## config.mk

```make
export PLATFORM = sky130hd
export DESIGN_NAME = keypad_edited_digit_scanner
export DESIGN_NICKNAME = d
export VERILOG_FILES = /design/src/rtl/kpds_pkg.sv /design/src/rtl/kpds_key_decode.sv /design/src/rtl/keypad_edited_digit_scanner.sv
export VERILOG_INCLUDE_DIRS = /design/src /design/src/rtl
export SDC_FILE = /design/constraint.sdc
export NUM_CORES = 1
export LEC_CHECK = 0
export BUFFER_PORTS_ARGS = -buffer_cell sky130_fd_sc_hd__buf_2
export CAP_MARGIN = 20
export CORE_MARGIN = 5
export CORE_UTILIZATION = 50
export CTS_CLUSTER_DIAMETER = 60
export CTS_CLUSTER_SIZE = 14
export DETAILED_ROUTE_END_ITERATION = 10
export PLACE_DENSITY = 0.68
export SYNTH_ARGS = -nofsm -noshare
export SYNTH_HDL_FRONTEND = slang
export SYNTH_SLANG_ARGS = --single-unit
```

## constraint.sdc

```tcl
create_clock -name clk -period 8.5 [get_ports clk]
set_input_delay 2.125 -clock clk [delete_from_list [all_inputs] [get_ports clk]]
set_output_delay 2.125 -clock clk [all_outputs]
set_load 0.005 [all_outputs]
```

## src/rtl/assert_macros.svh

```systemverilog
`ifndef ASSERT_MACROS_SVH
`define ASSERT_MACROS_SVH

// Check a property at every clock edge outside reset.
`define ASSERT_ALWAYS(lbl, prop, msg) \
  lbl: assert property (@(posedge clk) disable iff (!rst_n) (prop)) else $error(msg);

// Check that a condition implies a consequence on the next clock edge.
`define ASSERT_NEXT(lbl, ante, cons, msg) \
  lbl: assert property (@(posedge clk) disable iff (!rst_n) (ante) |=> (cons)) else $error(msg);

`endif

```

## src/rtl/kpds_pkg.sv

```systemverilog
package kpds_pkg;

  localparam int DIGIT_COUNT = 8;
  localparam int DIGIT_IDX_W = $clog2(DIGIT_COUNT);
  localparam int KEY_W       = 8;
  localparam int SEG_W       = 8;
  localparam int DIGIT_W     = 4;

  localparam logic [DIGIT_W-1:0] DIGIT_MAX = 4'd9;

  // Select mask after reset: digit zero.
  localparam logic [DIGIT_COUNT-1:0] MASK_RESET = 8'h01;

  // Direction per slot, 1 = shift right: R,L,L,R,L,L,R,L for slots 0..7.
  localparam logic [DIGIT_COUNT-1:0] MIXED_PATTERN = 8'h49;
  localparam logic [DIGIT_COUNT-1:0] ALL_LEFT      = 8'h00;
  localparam logic [DIGIT_COUNT-1:0] ALL_RIGHT     = 8'hff;

  // One-hot nibble codes for row and column.
  localparam logic [3:0] LINE_1 = 4'h1;
  localparam logic [3:0] LINE_2 = 4'h2;
  localparam logic [3:0] LINE_3 = 4'h4;
  localparam logic [3:0] LINE_4 = 4'h8;

  typedef logic [DIGIT_W-1:0] digit_t;

  typedef struct packed {
    logic                   bump;
    logic [DIGIT_IDX_W-1:0] bump_idx;
    logic                   load;
    logic [DIGIT_COUNT-1:0] pattern;
    logic                   fast;
  } key_act_t;

  function automatic logic [SEG_W-1:0] seg_code(input digit_t d);
    logic [SEG_W-1:0] s;
    begin
      case (d)
        4'd0:    s = 8'h3f;
        4'd1:    s = 8'h06;
        4'd2:    s = 8'h5b;
        4'd3:    s = 8'h4f;
        4'd4:    s = 8'h66;
        4'd5:    s = 8'h6d;
        4'd6:    s = 8'h7d;
        4'd7:    s = 8'h07;
        4'd8:    s = 8'h7f;
        4'd9:    s = 8'h6f;
        default: s = 8'h3f;
      endcase
      return s;
    end
  endfunction

  function automatic logic [DIGIT_IDX_W-1:0] onehot_idx(input logic [DIGIT_COUNT-1:0] m);
    logic [DIGIT_IDX_W-1:0] idx;
    begin
      idx = '0;
      for (int i = 0; i < DIGIT_COUNT; i++) begin
        if (m[i]) begin
          idx = idx | DIGIT_IDX_W'(i);
        end
      end
      return idx;
    end
  endfunction

endpackage

```

## src/rtl/kpds_key_decode.sv

```systemverilog
module kpds_key_decode (
  input  logic [kpds_pkg::KEY_W-1:0] key_code,
  input  logic [kpds_pkg::KEY_W-1:0] last_key,
  output kpds_pkg::key_act_t         act
);

  logic [3:0] row;
  logic [3:0] col;
  logic       fresh;

  assign row   = key_code[3:0];
  assign col   = key_code[7:4];
  assign fresh = (key_code != last_key);

  always_comb begin
    act          = '0;
    act.pattern  = kpds_pkg::ALL_LEFT;
    if (fresh) begin
      case (row)
        kpds_pkg::LINE_1: begin
          act.bump = 1'b1;
          case (col)
            kpds_pkg::LINE_1: act.bump_idx = 3'd7;
            kpds_pkg::LINE_2: act.bump_idx = 3'd6;
            kpds_pkg::LINE_3: act.bump_idx = 3'd5;
            kpds_pkg::LINE_4: act.bump_idx = 3'd4;
            default:          act.bump = 1'b0;
          endcase
        end
        kpds_pkg::LINE_2: begin
          act.bump = 1'b1;
          case (col)
            kpds_pkg::LINE_1: act.bump_idx = 3'd3;
            kpds_pkg::LINE_2: act.bump_idx = 3'd2;
            kpds_pkg::LINE_3: act.bump_idx = 3'd1;
            kpds_pkg::LINE_4: act.bump_idx = 3'd0;
            default:          act.bump = 1'b0;
          endcase
        end
        kpds_pkg::LINE_3: begin
          case (col)
            kpds_pkg::LINE_1: begin
              act.load    = 1'b1;
              act.pattern = kpds_pkg::ALL_LEFT;
            end
            kpds_pkg::LINE_2: begin
              act.load    = 1'b1;
              act.pattern = kpds_pkg::ALL_RIGHT;
            end
            kpds_pkg::LINE_3: begin
              act.load    = 1'b1;
              act.pattern = kpds_pkg::MIXED_PATTERN;
            end
            default: act.load = 1'b0;
          endcase
        end
        kpds_pkg::LINE_4: begin
          if (col == kpds_pkg::LINE_4) begin
            act.load    = 1'b1;
            act.pattern = kpds_pkg::ALL_LEFT;
            act.fast    = 1'b1;
          end
        end
        default: act = act;
      endcase
    end
  end

endmodule

```

## src/rtl/keypad_edited_digit_scanner.sv

```systemverilog
// Latency: a transferred key code yields its result in the output register on the next cycle.
// Throughput: one key code per cycle; the input is taken while the output register is
// empty or being drained, so the result register alone sets the rate.
// Reset (rst_n low, synchronous): digits zero, all-left pattern, slow dwell,
// digit zero selected, slot zero, last key zero, output empty.
`include "assert_macros.svh"

module keypad_edited_digit_scanner (
  input  logic                                 clk,
  input  logic                                 rst_n,
  input  logic                                 in_valid,
  output logic                                 in_ready,
  input  logic [kpds_pkg::KEY_W-1:0]           in_key_code,
  output logic                                 out_valid,
  input  logic                                 out_ready,
  output logic [kpds_pkg::SEG_W-1:0]           out_segment_byte,
  output logic [kpds_pkg::DIGIT_COUNT-1:0]     out_digit_select,
  output logic                                 out_fast_dwell
);

  localparam int N  = kpds_pkg::DIGIT_COUNT;
  localparam int IW = kpds_pkg::DIGIT_IDX_W;

  logic [kpds_pkg::KEY_W-1:0] last_key_r;
  kpds_pkg::digit_t           digit_r   [N];
  kpds_pkg::digit_t           digit_nxt [N];
  logic [N-1:0]               pattern_r, pattern_nxt;
  logic                       fast_r, fast_nxt;
  logic [N-1:0]               mask_r, mask_nxt;
  logic [IW-1:0]              slot_r, slot_nxt;
  logic                       out_valid_r;
  logic [kpds_pkg::SEG_W-1:0] seg_r, seg_nxt;

  kpds_pkg::key_act_t act;
  logic               accept;
  logic [IW-1:0]      sel_idx;

  kpds_key_decode u_decode (
    .key_code (in_key_code),
    .last_key (last_key_r),
    .act      (act)
  );

  assign in_ready = !out_valid_r || out_ready;
  assign accept   = in_valid && in_ready;

  always_comb begin
    pattern_nxt = act.load ? act.pattern : pattern_r;
    fast_nxt    = act.load ? act.fast : fast_r;
    for (int i = 0; i < N; i++) begin
      digit_nxt[i] = digit_r[i];
      if (act.bump && (act.bump_idx == IW'(i))) begin
        digit_nxt[i] = (digit_r[i] >= kpds_pkg::DIGIT_MAX) ? '0 : digit_r[i] + 4'd1;
      end
    end
    if (pattern_nxt[slot_r]) begin
      mask_nxt = {mask_r[0], mask_r[N-1:1]};
    end else begin
      mask_nxt = {mask_r[N-2:0], mask_r[N-1]};
    end
    slot_nxt = slot_r + IW'(1);
    sel_idx  = kpds_pkg::onehot_idx(mask_nxt);
    seg_nxt  = kpds_pkg::seg_code(digit_nxt[sel_idx]);
  end

  always_ff @(posedge clk) begin
    if (!rst_n) begin
      last_key_r  <= '0;
      pattern_r   <= kpds_pkg::ALL_LEFT;
      fast_r      <= 1'b0;
      mask_r      <= kpds_pkg::MASK_RESET;
      slot_r      <= '0;
      out_valid_r <= 1'b0;
      for (int i = 0; i < N; i++) begin
        digit_r[i] <= '0;
      end
    end else begin
      if (accept) begin
        last_key_r <= in_key_code;
        pattern_r  <= pattern_nxt;
        fast_r     <= fast_nxt;
        mask_r     <= mask_nxt;
        slot_r     <= slot_nxt;
        for (int i = 0; i < N; i++) begin
          digit_r[i] <= digit_nxt[i];
        end
        out_valid_r <= 1'b1;
      end else if (out_ready) begin
        out_valid_r <= 1'b0;
      end
    end
  end

  always_ff @(posedge clk) begin
    if (accept) begin
      seg_r <= seg_nxt;
    end
  end

  assign out_valid        = out_valid_r;
  assign out_segment_byte = seg_r;
  assign out_digit_select = mask_r;
  assign out_fast_dwell   = fast_r;

  `ASSERT_ALWAYS(a_mask_onehot, $onehot(mask_r), "digit select is not one-hot")
  `ASSERT_ALWAYS(a_digit_range, (digit_r[0] <= 4'd9) && (digit_r[7] <= 4'd9), "digit out of range")
  `ASSERT_NEXT(a_slot_advance, accept, slot_r == $past(slot_r) + 3'd1, "slot did not advance")
  `ASSERT_NEXT(a_hold_idle, !accept, $stable(mask_r) && $stable(slot_r), "state moved without transfer")

endmodule

```

### Word level (Yosys, flattened, before mapping)

Memories as Yosys holds them, arrays and structs flattened. A register that Yosys moved wholly into a read port is not among the register bits.
Index checks and enable logic that the tools add are counted.

| word-level totals | value |
|---|---|
| bits in latches | 0 |
| memory bits (writable) | 32 |
| register bits | 37 |
| ROM bits | 112 |
| word-level logic and storage cells | 123 |
| memories | 2 |

Memories:

| memory | depth | width | read ports | clocked after Yosys merged registers in | write ports | RTL line | source |
|---|---|---|---|---|---|---|---|
| (name not given) | 16 | 7 | 1 | 1 | 0 | kpds_pkg.sv:38 | `case (d)` |
| digit_r | 8 | 4 | 8 | 0 | 8 | keypad_edited_digit_scanner.sv:25 | `kpds_pkg::digit_t digit_r [N];` |

| cells by class | value |
|---|---|
| order comparisons | 10 |
| equal/unequal tests | 16 |
| reduce and logical (&&, ||, !) cells | 16 |
| bitwise operators | 9 |
| mux-type cells | 54 |
| add/subtract/negate cells | 9 |
| div/mod/pow operators | 0 |
| shift operators | 0 |
| multipliers | 0 |

Operators by type and width:

| operator | number |
|---|---|
| $mux 4 | 26 |
| $ge 4x4->1 const B | 9 |
| $add 4x1->4 const B | 8 |
| $pmux 9 s2 | 1 |
| $mux 8 | 2 |
| $pmux 8 s2 | 1 |
| $mux 14 | 1 |
| $bmux 4 s3 | 1 |
| $eq 3x3->1 const B | 4 |
| $mux 3 | 4 |
| $pmux 3 s4 | 1 |
| $mux 1 | 11 |
| $mux 10 | 1 |
| $logic_and 1x1->1 | 9 |
| $eq 4x1->1 const B | 2 |
| $eq 4x2->1 const B | 2 |
| $eq 4x3->1 const B | 2 |
| $eq 4x4->1 const B | 2 |
| $ne 8x8->1 | 1 |
| $or 1x1->1 | 8 |
| $pmux 4 s2 | 1 |
| $eq 3x2->1 const B | 2 |
| $pmux 2 s3 | 1 |
| $lt 3x4->1 const B | 1 |
| 12 further kinds | 13 |

### Logic depth before layout (Yosys ltp)

| logic depth | value |
|---|---|
| depth in word-level cells | 20 |
| mapped depth | 16 |

### Cells and area by module

A second synthesis with hierarchy kept.

| unflattened totals | value |
|---|---|
| cells, all modules | 503 |
| area, all modules | 4723.3 µm² |

By module, submodules not included:

| module | times used | cells each | area each (µm²) | sequential area each (µm²) |
|---|---|---|---|---|
| keypad_edited_digit_scanner | 1 | 456 | 4398.0 | 1751.7 |
| kpds_key_decode | 1 | 47 | 325.3 | 0.0 |

### Worst setup path before layout

No wires, ideal clock.

| path | value |
|---|---|
| kind | input -> register |
| from | in in_key_code[5] (netlist name) |
| to | reg seg_r (netlist bit out_segment_byte[1]) (data pin) |
| required time | 8235 ps |
| cell stages on the path | 12 |
| path slack | 3059 ps |
| arrival | 5175 ps |
| cell sequence | buf_4 nor4b_2 and4b_2 o22ai_4 a221oi_2 a311oi_2 o21ai_2 mux2_2 a2111o_1 o211a_1 ha_1 or3_1 |

| on the way | value |
|---|---|
| cells in the longest elaborated chain, start to end | 20 |
| elaborated cells between the ends (all ways) | 55 |
| those cells by class | eq/ne: 12; mux: 31; bitwise: 1; reduce/logical: 11 |

RTL lines:

| element | RTL line | source |
|---|---|---|
| start: declaration | keypad_edited_digit_scanner.sv:13 | `input logic [kpds_pkg::KEY_W-1:0] in_key_code,` |
| $eq 4x1->1 (tied with other cells) | kpds_key_decode.sv:22, kpds_key_decode.sv:32, kpds_key_decode.sv:41 |  |
| $reduce_or 3->1 (no line) | - |  |
| $mux 1 | kpds_key_decode.sv:41 | `case (col)` |
| $pmux 9 s2 | kpds_key_decode.sv:19 | `case (row)` |
| $mux 14 (*) | kpds_key_decode.sv:18 | `if (fresh) begin` |
| $mux 8 | keypad_edited_digit_scanner.sv:48 | `pattern_nxt = act.load ? act.pattern : pattern_r;` |
| $bmux 1 s3 | keypad_edited_digit_scanner.sv:56 | `if (pattern_nxt[slot_r]) begin` |
| $mux 1 (implied by the code) | keypad_edited_digit_scanner.sv:56 |  |
| $mux 8 | keypad_edited_digit_scanner.sv:56 |  |
| $mux 1 | kpds_pkg.sv:60 | `if (m[i]) begin` |
| $mux 2 (2 in a row) | kpds_pkg.sv:60 |  |
| $mux 3 (4 in a row) | kpds_pkg.sv:60 |  |
| $not 3->4 (implied by the code) | keypad_edited_digit_scanner.sv:63 | `seg_nxt = kpds_pkg::seg_code(digit_nxt[sel_idx]);` |
| $bmux 4 s3 (*) | keypad_edited_digit_scanner.sv:63 |  |
| $mux 4 (implied by the code) (*) (2 in a row) | keypad_edited_digit_scanner.sv:63 |  |
| end: declaration | keypad_edited_digit_scanner.sv:32 | `logic [kpds_pkg::SEG_W-1:0] seg_r, seg_nxt;` |

Every way passes the cells marked *; elsewhere a longest branch is shown, timed or not. The select of a mux whose other input is x is not followed.
A chain may end at the register's enable or synchronous reset.

### Final worst setup path

| path | value |
|---|---|
| from | in in_key_code[4] (netlist name) |
| to | reg seg_r (netlist bit out_segment_byte[1]) (data pin) |

The elaborated chain is that of the path after synthesis.

==> flow_summary.toml <==
[setup_path]
slowest_stage = "o21ai_2"
crit_path_end_kind = "flip-flop"
rr_worst_depth = 11
critical_path.max_stage_delay_ps = 760
crit_buf_inv = 1
crit_required_ps = 8590
rr_startpoint = "last_key_r[2]"
worst-path-stages = 12
r2r_end = "out_segment_byte[1]"
critPathTopFamily = "compound AO/OA/AOI/OAI gates"
critPathKind = "primary input to flip-flop"
cp_max_fo = 16
crit_arrival_ps = 5940
rrSetupSlack_ps = 4290
worstPathCellList = "buf_2 -> nor4b_2 -> and4b_2 -> o22ai_4 -> a221oi_2 -> a311oi_2 -> o21ai_2 -> mux2_2 -> a2111o_1 -> o211a_1 -> ha_1 -> or3_1"
crit_path_start_kind = "primary input"

[grt]
grt_util_met2_pct = 31.2
met1_usage_pct = 23.4
gr-total-overflow = 0
grt_pass1_vias = 3546
grt_first_pass_wirelength_um = 16800
grt_max_degree = 37
use_met3_pct = 4.23
top_usage_layer = "met2"
grtUsageTotal_pct = 18.5
antenna_found_initial = 0

[sta]
min_period_ps = 5850
fmax_mhz = 171
setup_ws_ps = 2650
rsz0062_at_grt = "no"
fin_crit_sh_pct = 68.8
drv_slew = 0
setup_tns_ps = 0
setup_violations = 0
skew_ps = 12.7
worst_pin_slew_ps = 1020
slew_headroom_pct = 31.9
hold_violations = 0

[clock_network]
cts_root_buf = "clkbuf_8"
clk_latency_ps = 340
cts_buffer_depth = 2
path_clk_slew_ps = 70
postCtsHoldBufs = 0
htreeDepth = 3
cts_resized = 0
cts_setup_buffers = 0
clkSinkCount = 68
cts_buffers = 9
cts_tree = "done"

[finish]
fillers = 827
fin_nets = 561
finalInstanceArea_um2 = 4940
area_delta_synth_final_pct = 7.98
drive_above_1_share_pct = 13.5
utilization_pct = 54.5
n_antenna_cell = 0

[route]
drt-total-wl_um = 9700
route.detailed.drc = 0
detail_route.wl_per_cell_um = 15.3
drtIter0Drc = 200
drt.antenna.violating_nets = 0
firstDrtPassIters = 4
vias_per_cell = 5.63
vias = 3575

[synth]
syn_area_um2 = 4580
ys_ff_latch = 68
yosys_warnings = 0
synth.area.top_cells = "edfxtp_1 (26%), dfxtp_1 (13%), ha_1 (8.2%), mux2i_1 (7.0%), nor2_1 (5.7%)"
synthArstFlopShare_pct = 0
syn-num-nets = 541
synth_top_area_share_pct = 25.6
ys.flop_type = "edfxtp_1"
synthCells = 499
avgSynthCellArea_um2 = 9.17
synth-edff-count = 39
synth_cell_types = 70
synth_most_common_cell = "nor2_1"
seq_area_frac_synth_pct = 38.3
synth_largest_area_cell = "edfxtp_1"
synthTopCellsByCount = "nor2_1 (69), nand2_1 (55), edfxtp_1 (39)"

[die]
die_h_um = 106
rows = 35
dieWidth_um = 106
start_util_pct = 50.5
core_um2 = 9060
dieArea_um2 = 11200
io_pins = 31

[pwr]
power_uw = 862
power.density_nw_per_um2 = 174
peakVddDrop_v = 0.000127
power.leakage_uw = 0.00203

[placed_design]
dp_hpwl_um = 7120
io_buffers = 29
dp_slack_ps = 2320
routabilityCongestion = 0.861
place_area_um2 = 4760

[min_path]
min_path_cells = 2
min_to = "pattern_r[2]"
hold_start = "pattern_r[2]"
worstHoldPathType = "flip-flop to flip-flop"

[status]
outcome = "complete, no violations"

[run]
maxCapViolations = 0
[stage by stage]
step / cells / hold WS, ps
2_1_floorplan: 499 / 433
3_3_place_gp: 619 / 442
3_5_place_dp: 619 / 450
4_1_cts: 635 / 457
5_1_grt: 635 / 480
6_report: 635 / 458
[flip-flops by register name, indices dropped and copies added, names as in the netlist]
| register | flops |
|---|---|
| digit_r | 32 |
| pattern_r | 8 |
| out_digit_select | 8 |
| out_valid | 1 |
| slot_r | 3 |
| out_segment_byte | 7 |
| out_fast_dwell | 1 |
| last_key_r | 8 |
[worst reg2reg max path, cell delays in order, from the launching register on]
cell,delay (ps)
dfxtp_1,320
xnor2_1,200
nand4_2,240
or2_4,370
a221oi_2,280
a311oi_2,100
o21ai_2,760
mux2_2,460
a2111o_1,370
o211a_1,190
ha_1,310
or3_1,360
[worst max-delay path by stage]
stage,startpoint,endpoint,slack [ps]
floorplan,in_key_code[5],out_segment_byte[1],3060
finish,in_key_code[4],out_segment_byte[1],2650
global placement,in_key_code[4],out_segment_byte[1],2420
global route,in_key_code[4],out_segment_byte[4],2460
CTS,in_key_code[4],out_segment_byte[1],2700
detailed placement,in_key_code[4],out_segment_byte[1],2320
[power by group]
group          leakage (uW)  internal (uW)  switching, uW  total, uW
combinational       0.00129           87.4            114        201
clock             0.0000947            134            121        255
sequential         0.000649            380           24.5        405
[placed cells by master, fill, tap and decap left out, drive strengths merged, types with 4 or more instances in the layout]
| cell | netlist | routed |
|---|---|---|
| nor2 | 69 | 69 |
| o211ai | 5 | 5 |
| nor2b | 5 | 5 |
| nand3 | 16 | 16 |
| or2 | 4 | 4 |
| a21oi | 39 | 39 |
| o21ai | 16 | 16 |
| nand2b | 8 | 8 |
| inv | 31 | 31 |
| edfxtp | 39 | 39 |
| mux2 | 6 | 6 |
| o22ai | 8 | 8 |
| buf | 11 | 31 |
| clkbuf | 11 | 11 |
| nor4b | 8 | 8 |
| a211oi | 9 | 9 |
| dfxtp | 29 | 29 |
| nand2 | 55 | 55 |
| nor3 | 5 | 5 |
| clkinv | 0 | 4 |
| mux2i | 32 | 32 |
| and2 | 5 | 5 |
| xnor2 | 11 | 11 |
| ha | 30 | 30 |
[final cells by class]
class | count | area [um^2] | area share, %
Multi-Input combinational cell | 378 | 2590 | 52.4
Sequential cell | 68 | 1750 | 35.5
Timing Repair Buffer | 31 | 160 | 3.24
Tap cell | 111 | 139 | 2.81
Clock buffer | 11 | 131 | 2.66
Inverter | 31 | 116 | 2.36
Clock inverter | 5 | 52.6 | 1.06
[cell families after synthesis]
logic type / after synthesis / share of synthesized area, %
AO/OA/AOI/OAI: 105 / 16.4
XOR/XNOR: 12 / 2.46
adder cells (fa/ha/maj): 30 / 8.20
buffers and inverters: 53 / 5.11
flip-flops: 68 / 38.3
multiplexers: 38 / 8.64
other: 1 / 0.0820
AND/OR/NAND/NOR: 192 / 20.8
[routing by layer]
layer  up-vias  share of wire, %  routed length [um]
li1       1809                 -                   -
met1      1701                46                4490
met2        54                49                4730
met3        11               3.6                 350
met4         0               1.3                 129
met5         -                 0                   0
No activity file was read; power rests on OpenSTA's default activity.
